$ cat config.mk
export PLATFORM = sky130hd
export DESIGN_NAME = round_robin_process_queues
export DESIGN_NICKNAME = d
export VERILOG_FILES = /design/src/sv/rrpq_pkg.sv /design/src/sv/rrpq_datapath.sv /design/src/sv/rrpq_control.sv /design/src/sv/round_robin_process_queues.sv
export SDC_FILE = /design/constraint.sdc
export NUM_CORES = 1
export LEC_CHECK = 0
export BUFFER_PORTS_ARGS = -buffer_cell sky130_fd_sc_hd__buf_2
export CORE_MARGIN = 8
export CORE_UTILIZATION = 52
export CTS_CLUSTER_SIZE = 12
export DETAILED_ROUTE_END_ITERATION = 12
export PLACE_DENSITY_LB_ADDON = 0.1
export SLEW_MARGIN = 20
export SYNTH_ARGS = -nofsm -noshare
export SYNTH_HDL_FRONTEND = slang
export SYNTH_SLANG_ARGS = --single-unit
$ cat constraint.sdc
create_clock -name clock -period 4.82 [get_ports clock]
set_input_delay 0.482 -clock clock [delete_from_list [all_inputs] [get_ports clock]]
set_output_delay 0.482 -clock clock [all_outputs]
set_load 0.1 [all_outputs]
$ cat src/sv/rrpq_pkg.sv
// ----------------------------------------------------------------------------
// rrpq_pkg
// Shared codes, command and status types for the process queue scheduler.
// ----------------------------------------------------------------------------
package rrpq_pkg;

   localparam int NUM_SLOTS_DEF = 32;

   localparam logic [2:0] OP_FORK     = 3'd0;
   localparam logic [2:0] OP_SCHEDULE = 3'd1;
   localparam logic [2:0] OP_SUSPEND  = 3'd2;
   localparam logic [2:0] OP_WAKEUP   = 3'd3;
   localparam logic [2:0] OP_DESTROY  = 3'd4;

   typedef enum logic [1:0] {
      ST_FREE   = 2'd0,
      ST_RUN    = 2'd1,
      ST_WAIT   = 2'd2,
      ST_ZOMBIE = 2'd3
   } slot_state_type;

   typedef enum logic [1:0] {
      RSP_OK        = 2'd0,
      RSP_NO_FREE   = 2'd1,
      RSP_NO_RUN    = 2'd2,
      RSP_BAD_STATE = 2'd3
   } rsp_code_type;

   typedef enum logic [2:0] {
      DP_NOP    = 3'd0,
      DP_INIT   = 3'd1,
      DP_UNLINK = 3'd2,
      DP_APP_A  = 3'd3,
      DP_APP_B  = 3'd4,
      DP_PF_A   = 3'd5,
      DP_PF_B   = 3'd6
   } dp_op_type;

   typedef enum logic [2:0] {
      TGT_HOLD        = 3'd0,
      TGT_FREE_HEAD   = 3'd1,
      TGT_RUN_HEAD    = 3'd2,
      TGT_ZOMBIE_HEAD = 3'd3,
      TGT_SLOT        = 3'd4
   } tgt_sel_type;

   typedef enum logic [1:0] {
      CUR_HOLD     = 2'd0,
      CUR_FORK     = 2'd1,
      CUR_RUN_HEAD = 2'd2
   } cur_mode_type;

   typedef struct packed {
      dp_op_type      op;
      slot_state_type queue;
      tgt_sel_type    tgt_sel;
      cur_mode_type   cur_mode;
      logic           take_req;
      logic           load_rsp;
      logic           grant;
      rsp_code_type   code;
   } dp_cmd_type;

   typedef struct packed {
      logic           init_last;
      logic           free_empty;
      logic           run_empty;
      logic           zombie_empty;
      logic           slot_in_range;
      slot_state_type rd_state;
   } dp_stat_type;

endpackage

$ cat src/sv/rrpq_datapath.sv
// ----------------------------------------------------------------------------
// rrpq_datapath
// Slot link memories, queue head/tail/count registers and result registers.
// ----------------------------------------------------------------------------
module rrpq_datapath import rrpq_pkg::*; #(
   parameter int NUM_SLOTS = NUM_SLOTS_DEF
) (
   input  logic        clock,
   input  logic        reset,
   input  dp_cmd_type  cmd,
   input  logic [4:0]  req_slot,
   output dp_stat_type stat,
   output logic [1:0]  rsp_status,
   output logic [4:0]  rsp_new_slot,
   output logic [4:0]  rsp_current_slot,
   output logic        rsp_current_valid
);

   localparam int IW = $clog2(NUM_SLOTS);
   localparam int CW = $clog2(NUM_SLOTS + 1);

   slot_state_type state_mem [NUM_SLOTS];
   logic [IW-1:0]  next_mem  [NUM_SLOTS];
   logic [IW-1:0]  prev_mem  [NUM_SLOTS];

   logic [IW-1:0] head_ff [4];
   logic [IW-1:0] head_in [4];
   logic [IW-1:0] tail_ff [4];
   logic [IW-1:0] tail_in [4];
   logic [CW-1:0] cnt_ff  [4];
   logic [CW-1:0] cnt_in  [4];

   logic [IW-1:0]  init_ff, init_in;
   logic [IW-1:0]  tgt_ff, tgt_in;
   logic [IW-1:0]  slot_ff;
   logic           in_range_ff;
   slot_state_type rd_state_ff;
   logic [IW-1:0]  rd_next_ff, rd_prev_ff;
   logic [IW-1:0]  cur_ff, cur_in;
   logic           cur_set_ff, cur_set_in;

   logic [1:0]  rsp_status_ff;
   logic [4:0]  rsp_new_slot_ff, rsp_current_ff;
   logic        rsp_cur_valid_ff;

   logic           st_we, nx_we, pv_we;
   logic [IW-1:0]  st_addr, nx_addr, pv_addr;
   slot_state_type st_data;
   logic [IW-1:0]  nx_data, pv_data;

   logic [31:0]   slot_wide, tgt_wide, cur_wide;
   logic [CW-1:0] cnt_q;

   assign slot_wide = 32'(req_slot);
   assign tgt_wide  = 32'(tgt_ff);
   assign cur_wide  = 32'(cur_in);
   assign cnt_q     = cnt_ff[cmd.queue];

   always_comb begin
      for (int i = 0; i < 4; i++) begin
         head_in[i] = head_ff[i];
         tail_in[i] = tail_ff[i];
         cnt_in[i]  = cnt_ff[i];
      end
      init_in = init_ff;
      st_we = 1'b0; st_addr = tgt_ff; st_data = cmd.queue;
      nx_we = 1'b0; nx_addr = tgt_ff; nx_data = '0;
      pv_we = 1'b0; pv_addr = tgt_ff; pv_data = '0;
      case (cmd.op)
         DP_INIT: begin
            init_in = init_ff + 1'b1;
            st_we = 1'b1; st_addr = init_ff; st_data = ST_FREE;
            nx_we = 1'b1; nx_addr = init_ff;
            nx_data = (init_ff == '0) ? '0 : init_ff - 1'b1;
            pv_we = 1'b1; pv_addr = init_ff;
            pv_data = (init_ff == IW'(NUM_SLOTS - 1)) ? '0 : init_ff + 1'b1;
         end
         DP_UNLINK: begin
            // The slot leaves the queue of the state it was read in.
            if (cnt_ff[rd_state_ff] != '0) begin
               if (head_ff[rd_state_ff] == tgt_ff) begin
                  head_in[rd_state_ff] = rd_next_ff;
               end else begin
                  nx_we = 1'b1; nx_addr = rd_prev_ff; nx_data = rd_next_ff;
               end
               if (tail_ff[rd_state_ff] == tgt_ff) begin
                  tail_in[rd_state_ff] = rd_prev_ff;
               end else begin
                  pv_we = 1'b1; pv_addr = rd_next_ff; pv_data = rd_prev_ff;
               end
               cnt_in[rd_state_ff] = cnt_ff[rd_state_ff] - 1'b1;
               if (cnt_ff[rd_state_ff] == CW'(1)) begin
                  head_in[rd_state_ff] = '0;
                  tail_in[rd_state_ff] = '0;
               end
            end
         end
         DP_APP_A: begin
            st_we = 1'b1;
            nx_we = 1'b1;
            pv_we = 1'b1;
            pv_data = (cnt_q != '0) ? tail_ff[cmd.queue] : '0;
            if (cnt_q == '0) begin
               head_in[cmd.queue] = tgt_ff;
            end
         end
         DP_APP_B: begin
            if (cnt_q != '0) begin
               nx_we = 1'b1; nx_addr = tail_ff[cmd.queue]; nx_data = tgt_ff;
            end
            tail_in[cmd.queue] = tgt_ff;
            cnt_in[cmd.queue]  = cnt_q + 1'b1;
         end
         DP_PF_A: begin
            st_we = 1'b1;
            pv_we = 1'b1;
            nx_we = 1'b1;
            nx_data = (cnt_q != '0) ? head_ff[cmd.queue] : '0;
            if (cnt_q == '0) begin
               tail_in[cmd.queue] = tgt_ff;
            end
         end
         DP_PF_B: begin
            if (cnt_q != '0) begin
               pv_we = 1'b1; pv_addr = head_ff[cmd.queue]; pv_data = tgt_ff;
            end
            head_in[cmd.queue] = tgt_ff;
            cnt_in[cmd.queue]  = cnt_q + 1'b1;
         end
         default: begin
         end
      endcase
   end

   always_comb begin
      case (cmd.tgt_sel)
         TGT_FREE_HEAD:   tgt_in = head_ff[ST_FREE];
         TGT_RUN_HEAD:    tgt_in = head_ff[ST_RUN];
         TGT_ZOMBIE_HEAD: tgt_in = head_ff[ST_ZOMBIE];
         TGT_SLOT:        tgt_in = slot_ff;
         default:         tgt_in = tgt_ff;
      endcase
   end

   always_comb begin
      cur_in     = cur_ff;
      cur_set_in = cur_set_ff;
      case (cmd.cur_mode)
         CUR_FORK: begin
            if (!cur_set_ff) begin
               cur_in     = tgt_ff;
               cur_set_in = 1'b1;
            end
         end
         CUR_RUN_HEAD: begin
            cur_in     = head_ff[ST_RUN];
            cur_set_in = 1'b1;
         end
         default: begin
         end
      endcase
   end

   always_ff @(posedge clock) begin
      if (st_we) state_mem[st_addr] <= st_data;
      if (nx_we) next_mem[nx_addr] <= nx_data;
      if (pv_we) prev_mem[pv_addr] <= pv_data;
      rd_state_ff <= state_mem[tgt_ff];
      rd_next_ff  <= next_mem[tgt_ff];
      rd_prev_ff  <= prev_mem[tgt_ff];
   end

   always_ff @(posedge clock) begin
      if (reset) begin
         for (int i = 0; i < 4; i++) begin
            head_ff[i] <= '0;
            tail_ff[i] <= '0;
            cnt_ff[i]  <= '0;
         end
         head_ff[ST_FREE] <= IW'(NUM_SLOTS - 1);
         cnt_ff[ST_FREE]  <= CW'(NUM_SLOTS);
         init_ff    <= '0;
         cur_ff     <= '0;
         cur_set_ff <= 1'b0;
      end else begin
         for (int i = 0; i < 4; i++) begin
            head_ff[i] <= head_in[i];
            tail_ff[i] <= tail_in[i];
            cnt_ff[i]  <= cnt_in[i];
         end
         init_ff    <= init_in;
         cur_ff     <= cur_in;
         cur_set_ff <= cur_set_in;
      end
   end

   always_ff @(posedge clock) begin
      tgt_ff <= tgt_in;
      if (cmd.take_req) begin
         slot_ff     <= slot_wide[IW-1:0];
         in_range_ff <= slot_wide < 32'(NUM_SLOTS);
      end
      if (cmd.load_rsp) begin
         rsp_status_ff    <= cmd.code;
         rsp_new_slot_ff  <= cmd.grant ? tgt_wide[4:0] : 5'd0;
         rsp_current_ff   <= cur_wide[4:0];
         rsp_cur_valid_ff <= cur_set_in;
      end
   end

   assign stat.init_last     = (init_ff == IW'(NUM_SLOTS - 1));
   assign stat.free_empty    = (cnt_ff[ST_FREE] == '0);
   assign stat.run_empty     = (cnt_ff[ST_RUN] == '0);
   assign stat.zombie_empty  = (cnt_ff[ST_ZOMBIE] == '0);
   assign stat.slot_in_range = in_range_ff;
   assign stat.rd_state      = rd_state_ff;

   assign rsp_status        = rsp_status_ff;
   assign rsp_new_slot      = rsp_new_slot_ff;
   assign rsp_current_slot  = rsp_current_ff;
   assign rsp_current_valid = rsp_cur_valid_ff;

endmodule

$ cat src/sv/rrpq_control.sv
// ----------------------------------------------------------------------------
// rrpq_control
// Sequencer that breaks each command into queue unlink and link steps.
// ----------------------------------------------------------------------------
module rrpq_control import rrpq_pkg::*; (
   input  logic        clock,
   input  logic        reset,
   input  logic        req_valid,
   input  logic [2:0]  req_op,
   output logic        req_ready,
   output logic        rsp_valid,
   input  logic        rsp_ready,
   input  dp_stat_type stat,
   output dp_cmd_type  cmd
);

   typedef enum logic [10:0] {
      S_INIT   = 11'b000_0000_0001,
      S_IDLE   = 11'b000_0000_0010,
      S_DECODE = 11'b000_0000_0100,
      S_READ   = 11'b000_0000_1000,
      S_UNLINK = 11'b000_0001_0000,
      S_APP_A  = 11'b000_0010_0000,
      S_APP_B  = 11'b000_0100_0000,
      S_PF_A   = 11'b000_1000_0000,
      S_PF_B   = 11'b001_0000_0000,
      S_DRAIN  = 11'b010_0000_0000,
      S_FINISH = 11'b100_0000_0000
   } ctrl_state_type;

   ctrl_state_type state_ff, state_in;
   logic [2:0]     op_ff, op_in;
   logic           drain_ff, drain_in;
   rsp_code_type   code_ff, code_in;
   logic           rsp_valid_ff, rsp_valid_in;
   slot_state_type dest;

   always_comb begin
      if (drain_ff) begin
         dest = ST_FREE;
      end else if (op_ff == OP_SUSPEND) begin
         dest = ST_WAIT;
      end else begin
         dest = ST_RUN;
      end
   end

   always_comb begin
      state_in     = state_ff;
      op_in        = op_ff;
      drain_in     = drain_ff;
      code_in      = code_ff;
      rsp_valid_in = rsp_valid_ff && !rsp_ready;
      cmd          = '0;
      cmd.queue    = dest;
      cmd.code     = code_ff;
      case (state_ff)
         S_INIT: begin
            cmd.op = DP_INIT;
            if (stat.init_last) state_in = S_IDLE;
         end
         S_IDLE: begin
            if (req_valid) begin
               cmd.take_req = 1'b1;
               op_in    = req_op;
               drain_in = 1'b0;
               code_in  = RSP_OK;
               state_in = S_DECODE;
            end
         end
         S_DECODE: begin
            state_in = S_READ;
            if (op_ff == OP_FORK) begin
               if (stat.free_empty) begin
                  code_in  = RSP_NO_FREE;
                  state_in = S_FINISH;
               end else begin
                  cmd.tgt_sel = TGT_FREE_HEAD;
               end
            end else if (op_ff == OP_SCHEDULE) begin
               if (stat.run_empty) begin
                  code_in  = RSP_NO_RUN;
                  state_in = S_FINISH;
               end else begin
                  cmd.tgt_sel = TGT_RUN_HEAD;
               end
            end else if (op_ff == OP_SUSPEND || op_ff == OP_WAKEUP ||
                         op_ff == OP_DESTROY) begin
               if (!stat.slot_in_range) begin
                  code_in  = RSP_BAD_STATE;
                  state_in = S_FINISH;
               end else begin
                  cmd.tgt_sel = TGT_SLOT;
               end
            end else begin
               state_in = S_FINISH;
            end
         end
         S_READ: begin
            state_in = S_UNLINK;
         end
         S_UNLINK: begin
            if ((op_ff == OP_SUSPEND && stat.rd_state != ST_RUN) ||
                (op_ff == OP_WAKEUP && stat.rd_state != ST_WAIT)) begin
               code_in  = RSP_BAD_STATE;
               state_in = S_FINISH;
            end else begin
               cmd.op   = DP_UNLINK;
               state_in = (op_ff == OP_DESTROY) ? S_PF_A : S_APP_A;
            end
         end
         S_APP_A: begin
            cmd.op   = DP_APP_A;
            state_in = S_APP_B;
         end
         S_APP_B: begin
            cmd.op   = DP_APP_B;
            state_in = (op_ff == OP_SCHEDULE) ? S_DRAIN : S_FINISH;
         end
         S_PF_A: begin
            cmd.op    = DP_PF_A;
            cmd.queue = ST_ZOMBIE;
            state_in  = S_PF_B;
         end
         S_PF_B: begin
            cmd.op    = DP_PF_B;
            cmd.queue = ST_ZOMBIE;
            state_in  = S_FINISH;
         end
         S_DRAIN: begin
            // The first visit follows the rotation, so the run head is the new current.
            if (!drain_ff) cmd.cur_mode = CUR_RUN_HEAD;
            if (!stat.zombie_empty) begin
               cmd.tgt_sel = TGT_ZOMBIE_HEAD;
               drain_in    = 1'b1;
               state_in    = S_READ;
            end else begin
               state_in = S_FINISH;
            end
         end
         S_FINISH: begin
            if (!rsp_valid_ff || rsp_ready) begin
               cmd.load_rsp = 1'b1;
               if (op_ff == OP_FORK && code_ff == RSP_OK) begin
                  cmd.grant    = 1'b1;
                  cmd.cur_mode = CUR_FORK;
               end
               rsp_valid_in = 1'b1;
               state_in     = S_IDLE;
            end
         end
         default: begin
            state_in = S_INIT;
         end
      endcase
   end

   always_ff @(posedge clock) begin
      if (reset) begin
         state_ff     <= S_INIT;
         rsp_valid_ff <= 1'b0;
         drain_ff     <= 1'b0;
         op_ff        <= OP_FORK;
         code_ff      <= RSP_OK;
      end else begin
         state_ff     <= state_in;
         rsp_valid_ff <= rsp_valid_in;
         drain_ff     <= drain_in;
         op_ff        <= op_in;
         code_ff      <= code_in;
      end
   end

   assign req_ready = (state_ff == S_IDLE);
   assign rsp_valid = rsp_valid_ff;

endmodule

$ cat src/sv/round_robin_process_queues.sv
// ----------------------------------------------------------------------------
// round_robin_process_queues
// Process slot manager with free, run, wait and zombie queues.
// ----------------------------------------------------------------------------
// After reset the block builds the free chain in its link memories and
// accepts no command in that time. A command then runs as a sequence of
// sequencer steps, since the link memories have one write and one
// registered read port each. A fork with no free slot, a schedule with
// nothing runnable, a slot out of range and an unused code go from decode
// straight to the result. A suspend or wakeup of a slot in the wrong state
// first reads and checks the slot. A successful suspend, wakeup, fork or
// schedule reads, unlinks and appends the slot, a destroy prepends it to the
// zombie queue instead, and a schedule then returns each zombie slot to the
// free queue. The next command is taken once the current one has placed its
// result in the output register, which holds it until the result transfer.
// ----------------------------------------------------------------------------
module round_robin_process_queues import rrpq_pkg::*; #(
   parameter int NUM_SLOTS = NUM_SLOTS_DEF
) (
   input  logic       clock,
   input  logic       reset,
   input  logic       req_valid,
   output logic       req_ready,
   input  logic [2:0] req_op,
   input  logic [4:0] req_slot,
   output logic       rsp_valid,
   input  logic       rsp_ready,
   output logic [1:0] rsp_status,
   output logic [4:0] rsp_new_slot,
   output logic [4:0] rsp_current_slot,
   output logic       rsp_current_valid
);

   dp_cmd_type  cmd;
   dp_stat_type stat;

   rrpq_control u_control (
      .clock     (clock),
      .reset     (reset),
      .req_valid (req_valid),
      .req_op    (req_op),
      .req_ready (req_ready),
      .rsp_valid (rsp_valid),
      .rsp_ready (rsp_ready),
      .stat      (stat),
      .cmd       (cmd)
   );

   rrpq_datapath #(
      .NUM_SLOTS (NUM_SLOTS)
   ) u_datapath (
      .clock             (clock),
      .reset             (reset),
      .cmd               (cmd),
      .req_slot          (req_slot),
      .stat              (stat),
      .rsp_status        (rsp_status),
      .rsp_new_slot      (rsp_new_slot),
      .rsp_current_slot  (rsp_current_slot),
      .rsp_current_valid (rsp_current_valid)
   );

endmodule
== Yosys cells after proc, flatten, opt, wreduce, memory -nomap -nowiden ==
Memories as Yosys holds them, arrays and structs flattened. A register that Yosys moved wholly into a read port is not among the register bits.
Index checks and enable logic that the tools add are counted.
Widths: inputs -> output; s select.

* Flip-flop bits (word level): 53
* RAM bits: 448
* Input port bits: 12
* Output and inout port bits: 15
* Memories: 6

* Add/sub/neg operators: 4
* Order comparisons: 5
* Equal/unequal tests: 42
* Muxes and demuxes: 136
* Bitwise operators: 19
* Reductions and logical operators: 32

{| class="wikitable"
|+ Memories
! memory !! depth !! width !! read ports !! clocked after Yosys merged registers in !! wr ports !! RTL line !! text
|-
| u_datapath.next_mem || 32 || 5 || 1 || 1 || 1 || rrpq_datapath.sv:23 || <nowiki>logic [IW-1:0] next_mem [NUM_SLOTS];</nowiki>
|-
| u_datapath.prev_mem || 32 || 5 || 1 || 1 || 1 || rrpq_datapath.sv:24 || <nowiki>logic [IW-1:0] prev_mem [NUM_SLOTS];</nowiki>
|-
| u_datapath.state_mem || 32 || 2 || 1 || 1 || 1 || rrpq_datapath.sv:22 || <nowiki>slot_state_type state_mem [NUM_SLOTS];</nowiki>
|-
| u_datapath.cnt_ff || 4 || 6 || 6 || 0 || 4 || rrpq_datapath.sv:30 || <nowiki>logic [CW-1:0] cnt_ff [4];</nowiki>
|-
| u_datapath.head_ff || 4 || 5 || 6 || 0 || 4 || rrpq_datapath.sv:26 || <nowiki>logic [IW-1:0] head_ff [4];</nowiki>
|-
| u_datapath.tail_ff || 4 || 5 || 6 || 0 || 4 || rrpq_datapath.sv:28 || <nowiki>logic [IW-1:0] tail_ff [4];</nowiki>
|}

{| class="wikitable"
|+ Operator list
! cell !! count
|-
| $mux 20 || 12
|-
| $mux 5 || 28
|-
| $mux 11 || 12
|-
| $pmux 11 s11 || 1
|-
| $pmux 20 s3 || 2
|-
| $bwmux 20 || 4
|-
| $pmux 5 s4 || 3
|-
| $bwmux 24 || 2
|-
| $pmux 24 s2 || 1
|-
| $mux 6 || 7
|-
| $and 20x20->20 || 2
|-
| $mux 2 || 19
|-
| $pmux 5 s3 || 2
|-
| $mux 1 || 25
|-
| $demux 6 s2 || 2
|-
| $logic_not 6->1 || 4
|-
| $mux 24 || 1
|-
| $demux 5 s2 || 2
|-
| $not 20->20 || 1
|-
| $eq 3x2->1 const B || 6
|-
| $pmux 3 s6 || 1
|-
| $eq 3x3->1 const B || 5
|-
| $or 1x1->1 || 14
|-
| $mux 3 || 4
|-
| other kinds (53) || 78
|}

== Depth between registers and ports, before layout ==
Gate-level depths: netlist (run 1).

* Depth after elaboration: 14
* Gate-level depth with buffers: 18
* Depth with buffers taken out: 12

== Cells and area by module ==
From an unflattened synthesis (run 1), not the netlist that was laid out.

* Cell total of the unflattened synthesis: 1,606
* Area total of the unflattened synthesis: 23,322.4 µm²

{| class="wikitable"
|+ By module, submodules not included
! module !! instances !! cells an instance !! area each (µm²) !! sequential area each (µm²)
|-
| rrpq_datapath || 1 || 1,444 || 22,074.9 || 13,963.4
|-
| rrpq_control || 1 || 162 || 1,247.4 || 360.3
|}

== Worst setup path after synthesis (run 1) ==
No wires, ideal clock.

* Kind: register to register
* From: reg u_control.state_ff[5]
* To: mem u_datapath.prev_mem[20][0] in the netlist's numbering (enable)
* Arrival: 4.860 ns
* Path slack: -0.423 ns
* Stages on the path, launching flop included: 18
* Path through: dfxtp_1 -> buf_4 -> or4_4 -> nor4_1 -> clkbuf_1 -> a211oi_1 -> or2_2 -> clkbuf_1 -> inv_1 -> ha_1 -> o211ai_1 -> or4_1 -> buf_2 -> mux2_4 -> o21ai_1 -> o311ai_2 -> buf_2 -> nor4b_1

* Cells in the longest elaborated chain, start to end: 9
* Elaborated cells between the ends (all ways): 24
* Classes of those cells: eq/ne (11); mux (8); reduce/logical (3); memory (2)

{| class="wikitable"
|+ RTL lines
! item !! RTL line !! text
|-
| start: declaration || rrpq_control.sv:31 || <nowiki>ctrl_state_type state_ff, state_in;</nowiki>
|-
| start signal: assignment || rrpq_control.sv:166 || <nowiki>state_ff <= state_in;</nowiki>
|-
| $eq 11x8->1 / $eq 11x9->1 (equally long branches) || rrpq_control.sv:57 || <nowiki>case (state_ff)</nowiki>
|-
| $reduce_or 2->1 (no line) || -- ||
|-
| $mux 2 || rrpq_control.sv:57 ||
|-
| $mem_v2 4x6 || -- ||
|-
| $reduce_bool 6->1 || rrpq_datapath.sv:124 || <nowiki>if (cnt_q != '0) begin</nowiki>
|-
| $mux 1 || rrpq_datapath.sv:124 ||
|-
| $pmux 1 s3 || rrpq_datapath.sv:69 || <nowiki>case (cmd.op)</nowiki>
|-
| $mux 1 || rrpq_datapath.sv:167 || <nowiki>if (pv_we) prev_mem[pv_addr] <= pv_data;</nowiki>
|-
| $mux 1 (not written as such) || rrpq_datapath.sv:167 ||
|-
| end: declaration || rrpq_datapath.sv:24 ||
|}

Several ways; a longest one is shown, not always the timed one.

== Worst setup path in the final report (run 1) ==
* From: reg u_control.state_ff[4]
* To: mem u_datapath.prev_mem[31][2] in the netlist's numbering (enable)

Same word-level chain as after synthesis.

==> results of run 1 <==
[stage by stage]
stage / cell area, µm² / setup TNS, ns / total power [mW]
after floorplan: 24110 / -3.111 / 5.181
after global placement: 25420 / 0 / 5.349
after detailed placement: 25420 / 0 / 5.357
after CTS: 27070 / 0 / 9.248
after global routing: 27160 / 0 / 9.427
final: 27160 / 0 / 9.175
[sequential cells by signal, indices dropped and copies added (netlist names), 3 cells and up]
register / cells
u_control.op_ff: 3
u_control.state_ff: 11
u_datapath.cnt_ff: 24
u_datapath.cur_ff: 5
u_datapath.head_ff: 20
u_datapath.init_ff: 5
u_datapath.next_mem: 160
u_datapath.prev_mem: 160
u_datapath.rd_next_ff: 5
u_datapath.rd_prev_ff: 5
u_datapath.rsp_current_slot: 5
u_datapath.rsp_new_slot: 5
u_datapath.slot_ff: 5
u_datapath.state_mem: 64
u_datapath.tail_ff: 20
u_datapath.tgt_ff: 5
[per-layer routing]
layer	up-vias	global-route usage [%]	share of wire [%]
met2	701	38.43	47
met5	-	0	0
met4	0	9.265	3.4
li1	7050	-	-
met1	8113	33.42	42
met3	144	3.348	7.0
[cell type report]
cell class              instances  area (µm²)
clock buffers                  82        1526
clock inverters                14       125.1
fillers                      3524       18320
inverters                      28       105.1
multi-input cells            1072        9293
flip-flops and latches        512       14330
well taps                     600       750.7
repair buffers                142        1039
[worst register-to-register path: cells and delay by family, from the launching register on]
family                 cells  cell delay (ns)
and+or+nand+nor            4             2.03
buffers and inverters      4             0.83
muxes                      2             0.71
AOI/OAI and AO/OA          2             0.44
DFF                        1             0.32
[how the worst max path moves through the flow]
stage | startpoint | endpoint | slack (ns) | cells past startpoint
2_1_floorplan | u_datapath.rd_state_ff[0] | u_datapath.next_mem[19][0] | -0.09 | 16
3_3_place_gp | u_control.state_ff[4] | u_datapath.prev_mem[21][1] | 0.23 | 11
3_5_place_dp | u_control.state_ff[4] | u_datapath.prev_mem[20][4] | 0.16 | 11
4_1_cts | u_control.state_ff[4] | u_datapath.prev_mem[20][0] | 0.14 | 11
5_1_grt | u_control.state_ff[4] | u_datapath.next_mem[30][1] | 0.007 | 14
6_report | u_control.state_ff[4] | u_datapath.prev_mem[31][2] | 0.21 | 12
[timing repair]
action,in CTS,in global routing
hold buffers,0,0
endpoints found under the setup margin,0,72
buffers inserted,0,3
gates resized for setup,0,7
[synthesized netlist by cell type, drive strengths merged (5+ instances only)]
| master | instances |
|---|---|
| edfxtp | 407 |
| nor2 | 129 |
| mux4 | 127 |
| nand2 | 126 |
| dfxtp | 105 |
| clkbuf | 96 |
| a21oi | 72 |
| o21ai | 66 |
| nor3 | 48 |
| mux2i | 42 |
| nor4 | 37 |
| a22o | 33 |
| nand3 | 29 |
| buf | 28 |
| xnor2 | 28 |
| inv | 27 |
| mux2 | 25 |
| nor4b | 21 |
| nand2b | 19 |
| a22oi | 18 |
| o22ai | 17 |
| a221oi | 14 |
| and2 | 13 |
| and3 | 13 |
| and4bb | 12 |
| o211ai | 12 |
| nand4 | 11 |
| a211oi | 10 |
| xor2 | 10 |
| a21boi | 9 |
| a222oi | 9 |
| ha | 9 |
| or4 | 9 |
| a211o | 8 |
| a31oi | 8 |
| o21a | 8 |
| and4b | 7 |
| nor2b | 6 |
| o41ai | 6 |
| or2 | 6 |
| o2bb2ai | 5 |
| o31ai | 5 |
[cell families after synthesis]
logic type,count (synthesis)
multiplexers,194
adder cells (fa/ha/maj),9
AND/OR/NAND/NOR,505
AO/OA/AOI/OAI,326
buffers and inverters,152
XOR/XNOR,38
flip-flops,512
[power by group]
| group | internal (mW) | switching (mW) |
|---|---|---|
| Combinational | 0.105 | 0.276 |
| Clock | 2.23 | 1.68 |
| Sequential | 4.86 | 0.0240 |
==> impl_metrics.json, run 1 <==
{
  "fmax_mhz": 217.0,
  "cts_tree": "yes",
  "end_kind": "flop",
  "io_pins": 27,
  "rr_worst_depth": 12,
  "final_cell_mix": "407 x edfxtp_1, 128 x nor2_1, 127 x mux4_2",
  "die_w_um": 230.7,
  "crit_fanout": 14,
  "clock_latency_ns": 0.61,
  "wl_um": 64610,
  "dr.first_iter.drc_count": 1586,
  "finalClockSkew_ns": 0.02147,
  "drt-wirelength-per-cell_um": 26.37,
  "synth_edf_count": 407,
  "crit_top_cell": "buf_4",
  "netlist_area_um2": 23970,
  "layout-drive-gt1-share_pct": 23.73,
  "cp_top_family": "simple AND/OR/NAND/NOR gates",
  "antenna_found_initial": 0,
  "r2r_end": "u_datapath.prev_mem[31][2]",
  "synth_top_cell_by_area": "edfxtp_1",
  "areaGrowthSynthToFinish_pct": 13.30,
  "powerDensity_nw_per_um2": 337.8,
  "synthArstFlopShare_pct": 0,
  "avgSynthCellArea_um2": 13.81,
  "dp_hpwl_um": 42740,
  "status": "complete, no violations",
  "yosysSeqAreaShare_pct": 59.75,
  "hp-class": "primary input to flop",
  "min_from": "req_slot[2]",
  "muxShareOfSynthArea_pct": 14.92,
  "cp_num_buf_inv": 4,
  "port_buffers": 26,
  "grt_usage_pct": 24.08,
  "crit_path_start_kind": "flop",
  "fin_util_pct": 59.73,
  "drc": 0,
  "slew_headroom_pct": 28.51,
  "critPathRequiredTime_ns": 5.15,
  "setup_ws_ns": 0.2118,
  "drtAntennaViolNets": 0,
  "final-hold-violation-count": 0,
  "grt_pass1_wl_um": 98580,
  "synthFlopType": "edfxtp_1",
  "synth_top_family_by_area": "multiplexers",
  "grt_pass1_vias": 15750,
  "synth-simple-area-share_pct": 11.36,
  "dieArea_um2": 53230,
  "synth_xor_area_share_pct": 1.388,
  "first_pass_iters": 6,
  "numCtsBuffers": 53,
  "globalRoute.totalOverflow": 0,
  "hold_slack_ns": 0.05037,
  "hold-path-endpoint": "u_datapath.slot_ff[2]",
  "final_max_slew_viol_count": 0,
  "die_h_um": 230.7,
  "period_share_pct": 95.61,
  "cts_max_level": 2,
  "cp_cell_sequence": "or4_4 -> or4_1 -> mux2_4 -> or4_1 -> buf_4 -> mux2_4 -> o21ai_1 -> o311ai_4 -> buf_4 -> buf_4 -> nor4_2 -> buf_4",
  "gp_congestion": 0.9742,
  "yosys-top-cells-area": "edfxtp_1 51%, mux4_2 12%, dfxtp_1 8.8%, nor2_1 2.0%, nand2_1 2.0%",
  "root_buffer": "clkbuf_16",
  "setup_viol": 0,
  "cp.arrival_ns": 4.94,
  "p_leak_nw": 9.018,
  "layout_commonest_cell": "edfxtp_1",
  "max_cap_violations": 0,
  "clk_pin_slew_ns": 0.06,
  "place_ws_ns": 0.1571,
  "synth_compound_area_share_pct": 9.561,
  "syn-num-nets": 1757,
  "post-route-min-period_ns": 4.608,
  "cts.sinks": 512,
  "antennaDiodeCount": 0,
  "cts_buffer_depth": 3,
  "core_um2": 45480,
  "place_inst": 2351,
  "ff2ff_setup_slack_ns": 0.21,
  "syn_inst": 1736,
  "synth_adder_area_share_pct": 0.4697,
  "crit_type": "flop to flop",
  "rsz0062_at_grt": "no",
  "initial_core_util_pct": 52.72,
  "crit_slowest_cell": "or4_1",
  "num_rows": 78,
  "nNetsFinal": 1830,
  "vias": 16010,
  "max_stage_delay_ns": 0.66,
  "yosysWarnings": 0,
  "viasPerCell": 6.534,
  "ys_types": 86,
  "grt_max_degree": 90,
  "synth_top_area_share_pct": 50.98,
  "r2r_start": "u_control.state_ff[4]",
  "final_cells": 2450,
  "vdd_ir_drop_max_uv": 322.8,
  "worst_slew_pin_slew_ns": 1.064,
  "synth_seq_cells": 512,
  "min_path_cells": 1
}
Power figures use the tool's default switching activity.
==> run 2: changes to the inputs <==
--- a/config.mk
+++ b/config.mk
@@ -10,7 +10,7 @@
 export CORE_UTILIZATION = 52
 export CTS_CLUSTER_SIZE = 12
 export DETAILED_ROUTE_END_ITERATION = 12
-export PLACE_DENSITY_LB_ADDON = 0.1
+export PLACE_DENSITY = 0.7
 export SLEW_MARGIN = 20
 export SYNTH_ARGS = -nofsm -noshare
 export SYNTH_HDL_FRONTEND = slang
==> run 2 against run 1 <==
Against the previous run: sequential power about the same; critical path type unchanged; largest power group unchanged; highest routed layer unchanged; hold slack worse by 0.0089 ns; utilization fell by 0.37 points; non-clock buffer count down 12.
==> impl_metrics.json, run 2 (synthesis results as in run 1) <==
{
  "numCtsBuffers": 51,
  "num_rows": 78,
  "drtAntennaViolNets": 0,
  "p_leak_nw": 8.912,
  "cp-startpoint": "u_control.state_ff[0]",
  "endpoint": "u_datapath.next_mem[9][3]",
  "powerDensity_nw_per_um2": 334.7,
  "r2r_end": "u_datapath.next_mem[9][3]",
  "cts.sinks": 512,
  "crit_fanout": 13,
  "ff2ff_setup_slack_ns": 0.16,
  "dr.first_iter.drc_count": 1610,
  "areaGrowthSynthToFinish_pct": 12.61,
  "clk_pin_slew_ns": 0.06,
  "wl_um": 62800,
  "hp-class": "primary input to flop",
  "worst_slew_pin_slew_ns": 1.117,
  "dp_hpwl_um": 41570,
  "layout_commonest_cell": "edfxtp_1",
  "end_kind": "flop",
  "initial_core_util_pct": 52.72,
  "status": "complete, no violations",
  "place_ws_ns": 0.08655,
  "setup_ws_ns": 0.1628,
  "placed_area_um2": 25380,
  "root_buffer": "clkbuf_16",
  "rsz0062_at_grt": "yes",
  "grt_usage_pct": 23.31,
  "viasPerCell": 6.560,
  "first_pass_iters": 5,
  "drt-wirelength-per-cell_um": 25.82,
  "fillers": 3513,
  "antennaDiodeCount": 0,
  "layout-drive-gt1-share_pct": 22.93,
  "reg.largest.list": "u_datapath.next_mem x160, u_datapath.prev_mem x160, u_datapath.state_mem x64",
  "final_max_slew_viol_count": 0,
  "finalClockSkew_ns": 0.03389,
  "cp.arrival_ns": 4.89,
  "final_cell_mix": "407 x edfxtp_1, 129 x nor2_1, 127 x mux4_2",
  "antenna_found_initial": 0,
  "grt_pass1_wl_um": 96630,
  "grt_pass1_vias": 15710,
  "globalRoute.totalOverflow": 0,
  "cts_max_level": 2,
  "multi_input_area_um2": 9271,
  "io_pins": 27,
  "r2r_start": "u_control.state_ff[0]",
  "vdd_ir_drop_max_uv": 248.7,
  "die_h_um": 230.7,
  "regArea_um2": 14330,
  "core_um2": 45480,
  "max_cap_violations": 0,
  "grt_max_degree": 92,
  "critPathRequiredTime_ns": 5.05,
  "drc": 0,
  "rr_worst_depth": 12,
  "cts_tree": "yes",
  "post-route-min-period_ns": 4.657,
  "clock_latency_ns": 0.63,
  "min_path_cells": 1,
  "gp_congestion": 1.006,
  "final-hold-violation-count": 0,
  "crit_path_start_kind": "flop",
  "final_area_um2": 27000,
  "period_share_pct": 96.62,
  "die_w_um": 230.7,
  "nNetsFinal": 1816,
  "slew_headroom_pct": 24.98,
  "setup_viol": 0,
  "dieArea_um2": 53230,
  "vias": 15960,
  "cts_buffer_depth": 3,
  "crit_type": "flop to flop",
  "cts_hold_buf": 0,
  "port_buffers": 26,
  "fmax_mhz": 214.7
}
==> run 2: where the power goes <==
part           leakage, nW  switching, mW  internal (mW)  total, mW
clock network        0.756           1.66           2.11       3.77
registers             4.57         0.0257           4.86       4.89
logic                 3.59          0.270          0.104      0.374
==> run 2: stage by stage <==
step	power, mW	instances	TNS [ns]	hold WS, ns	utilization [%]
floorplan	5.181	1736	-3.111	0.4316	-
global placement	5.346	2342	0	0.4436	55.80
detailed placement	5.353	2342	0	0.4529	55.80
CTS	9.093	2432	0	0.01848	59.26
global route	9.285	2432	-0.9798	0.02500	59.36
finish	9.035	2432	0	0.04149	59.36
==> run 2: worst min-delay path by stage <==
stage                                     from                        to  slack [ns]
after global placement    u_control.code_ff[0]  u_datapath.rsp_status[0]        0.44
after detailed placement  u_control.code_ff[1]  u_datapath.rsp_status[1]        0.45
after floorplan           u_control.code_ff[1]  u_datapath.rsp_status[1]        0.43
final                              req_slot[1]     u_datapath.slot_ff[1]        0.04
after CTS                          req_slot[1]     u_datapath.slot_ff[1]        0.02
after global routing               req_slot[1]     u_datapath.slot_ff[1]        0.02
==> run 2: area by class of cell <==
cell class,instances,share of cell area [%]
sequential,512,53.06
multi-input combinational,1072,34.34
clock buffer,80,5.316
timing repair buffer,130,3.606
tap,600,2.781
clock inverter,10,0.5052
inverter,28,0.3893
==> run 2: what timing repair did <==
action,CTS,global route
gates resized for setup,0,6
setup buffers,0,0
setup endpoints to repair,0,88
==> run 2: critical path: stages (launching register included) <==
cell	delay, ns
dfxtp_1	0.34
or4_1	0.63
nor4_2	0.31
a211oi_1	0.10
or2_2	0.31
inv_1	0.06
ha_1	0.13
o211ai_1	0.17
nor4_4	0.28
nor3_1	0.13
a221oi_1	0.38
a21boi_2	0.70
nor4b_2	0.70
==> run 2: routing by layer <==
| layer | GRT usage (%) | share of wire [%] |
|---|---|---|
| met1 | 32.28 | 42 |
| met2 | 37.08 | 47 |
| met3 | 3.974 | 8.0 |
| met4 | 8.236 | 3.3 |
| met5 | 0 | 0 |
==> run 3: changes to the inputs <==
--- a/config.mk
+++ b/config.mk
@@ -6,6 +6,7 @@
 export NUM_CORES = 1
 export LEC_CHECK = 0
 export BUFFER_PORTS_ARGS = -buffer_cell sky130_fd_sc_hd__buf_2
+export CORE_ASPECT_RATIO = 0.6
 export CORE_MARGIN = 8
 export CORE_UTILIZATION = 52
 export CTS_CLUSTER_SIZE = 12
==> run 3 against run 2 <==
Against the previous run: clock skew fell by 0.0080 ns; largest cell class unchanged; sequential share of layout area is essentially flat; highest routed layer is now met5; critical path depth fell by 4; clock power down 5%; global-route usage rose by 1.3 points; cell area about the same; largest power group unchanged; routed wire length grew 6.4%.
==> impl_metrics.json, run 3 (synthesis results as in run 1) <==
{
  "max_cap_violations": 0,
  "post-route-min-period_ns": 4.748,
  "nNetsFinal": 1823,
  "antennaDiodeCount": 0,
  "rr_worst_depth": 8,
  "setup_viol": 0,
  "clk_pin_slew_ns": 0.06,
  "end_kind": "flop",
  "crit_slowest_cell": "or4_1",
  "vdd_ir_drop_max_uv": 362.1,
  "viasPerCell": 6.597,
  "ff2ff_setup_slack_ns": 0.07,
  "drtAntennaViolNets": 0,
  "fmax_mhz": 210.6,
  "wl_um": 66850,
  "r2r_end": "u_datapath.next_mem[13][1]",
  "core_um2": 45950,
  "first_pass_iters": 6,
  "root_buffer": "clkbuf_16",
  "cts_buffer_depth": 3,
  "worst_slew_pin_slew_ns": 1.112,
  "die_h_um": 182.3,
  "rsz0062_at_grt": "yes",
  "cp_num_buf_inv": 1,
  "placed_area_um2": 25490,
  "cts_setup_buffers": 0,
  "min_path_cells": 1,
  "areaGrowthSynthToFinish_pct": 12.59,
  "period_share_pct": 98.51,
  "cts.sinks": 512,
  "cts_tree": "yes",
  "crit_fanout": 16,
  "max_stage_delay_ns": 0.81,
  "cp_top_family": "simple AND/OR/NAND/NOR gates",
  "grt_pass1_wl_um": 100600,
  "final-hold-violation-count": 0,
  "fillers": 3609,
  "cp-startpoint": "u_control.state_ff[0]",
  "num_rows": 61,
  "port_buffers": 26,
  "clock_latency_ns": 0.59,
  "reg.largest.list": "u_datapath.next_mem x160, u_datapath.prev_mem x160, u_datapath.state_mem x64",
  "drt-wirelength-per-cell_um": 27.04,
  "final_cell_mix": "407 x edfxtp_1, 128 x nor2_1, 127 x mux4_2",
  "crit_type": "flop to flop",
  "p_leak_nw": 8.888,
  "vias": 16310,
  "globalRoute.totalOverflow": 0,
  "final_area_um2": 26990,
  "regArea_um2": 14330,
  "slew_headroom_pct": 25.10,
  "antenna_found_initial": 2,
  "numCtsBuffers": 49,
  "grt_pass1_vias": 15390,
  "cts_hold_buf": 0,
  "multi_input_area_um2": 9284,
  "cp_cell_sequence": "or4_1 -> or4_1 -> mux2_4 -> or4_1 -> o22ai_1 -> a211oi_2 -> buf_12 -> nor4b_2",
  "cts_max_level": 2,
  "dr.first_iter.drc_count": 2158,
  "crit_cells": 8,
  "die_w_um": 293.2,
  "critPathRequiredTime_ns": 5.04,
  "cp.arrival_ns": 4.96,
  "r2r_start": "u_control.state_ff[0]",
  "dieArea_um2": 53460,
  "layout-drive-gt1-share_pct": 22.75,
  "status": "complete, no violations",
  "grt_max_degree": 78,
  "gp_congestion": 1.003,
  "crit_path_start_kind": "flop",
  "finalClockSkew_ns": 0.02586,
  "grt_usage_pct": 24.58,
  "drc": 0,
  "io_pins": 27,
  "dp_hpwl_um": 46120,
  "hp-class": "primary input to flop",
  "final_max_slew_viol_count": 0,
  "endpoint": "u_datapath.next_mem[13][1]",
  "crit_top_cell": "or4_1",
  "layout_commonest_cell": "edfxtp_1",
  "powerDensity_nw_per_um2": 328.4,
  "initial_core_util_pct": 52.18,
  "fin_util_pct": 58.75
}
-- run 3: cell types whose count changed in the layout (fill, tap and decap cells not counted), moves of 2 or more --
cell       previous run  this run
clkbuf_1             24        37
buf_4                99       108
clkbuf_8              5         0
nor4b_2              16        12
nor4b_4               2         6
nor4_2               11        14
nor4_4                4         1
clkbuf_16            51        49
clkinv_1              4         2
clkinv_2              3         1
-- run 3: worst min path at each step --
stage	start	endpoint	slack, ns
global placement	u_control.code_ff[1]	u_datapath.rsp_status[1]	0.45
detailed placement	u_control.code_ff[0]	u_datapath.rsp_status[0]	0.45
finish	req_slot[1]	u_datapath.slot_ff[1]	0.08
floorplan	u_control.code_ff[1]	u_datapath.rsp_status[1]	0.43
global route	req_slot[1]	u_datapath.slot_ff[1]	0.06
CTS	req_slot[1]	u_datapath.slot_ff[1]	0.06
-- run 3: power breakdown --
group | leakage, nW | switching (mW) | internal (mW)
Clock | 0.685 | 1.62 | 1.97
Combinational | 3.64 | 0.274 | 0.106
Sequential | 4.57 | 0.0276 | 4.86
-- run 3: timing repair --
action	4_1_cts	5_1_grt
endpoints found under the setup margin	0	40
endpoints found under the hold margin	0	0
gates resized for setup	0	6
-- run 3: through the flow --
step / setup slack [ns] / hold WS, ns / setup TNS [ns] / power, mW / instances
6_report: 0.07203 / 0.07669 / 0 / 8.864 / 2472
2_1_floorplan: -0.08643 / 0.4316 / -3.111 / 5.181 / 1736
5_1_grt: -0.01961 / 0.05904 / -0.1619 / 9.116 / 2472
4_1_cts: 0.1425 / 0.06090 / 0 / 8.917 / 2472
3_3_place_gp: 0.2169 / 0.4452 / 0 / 5.348 / 2381
3_5_place_dp: 0.1339 / 0.4526 / 0 / 5.359 / 2381
-- run 3: layout make-up --
cell class              instances  share of cell area, %
well taps                     630                  2.920
multi-input cells            1072                  34.39
flip-flops and latches        512                  53.07
clock buffers                  86                  5.057
inverters                      28                 0.3894
clock inverters                 5                 0.3152
repair buffers                139                  3.856
-- run 3: per-layer routing --
layer	track usage (%)	share of wire (%)
met1	39.33	45
met2	32.59	40
met4	4.624	1.8
met3	7.269	13
met5	1.218	0.11
-- run 3: worst reg2reg max path, delay by kind of cell (launching register included) --
family / cells / cell delay (ns)
multiplexers: 1 / 0.40
AO/OA/AOI/OAI: 2 / 0.75
buffers and inverters: 1 / 0.20
AND/OR/NAND/NOR: 4 / 2.71
flip-flops: 1 / 0.33
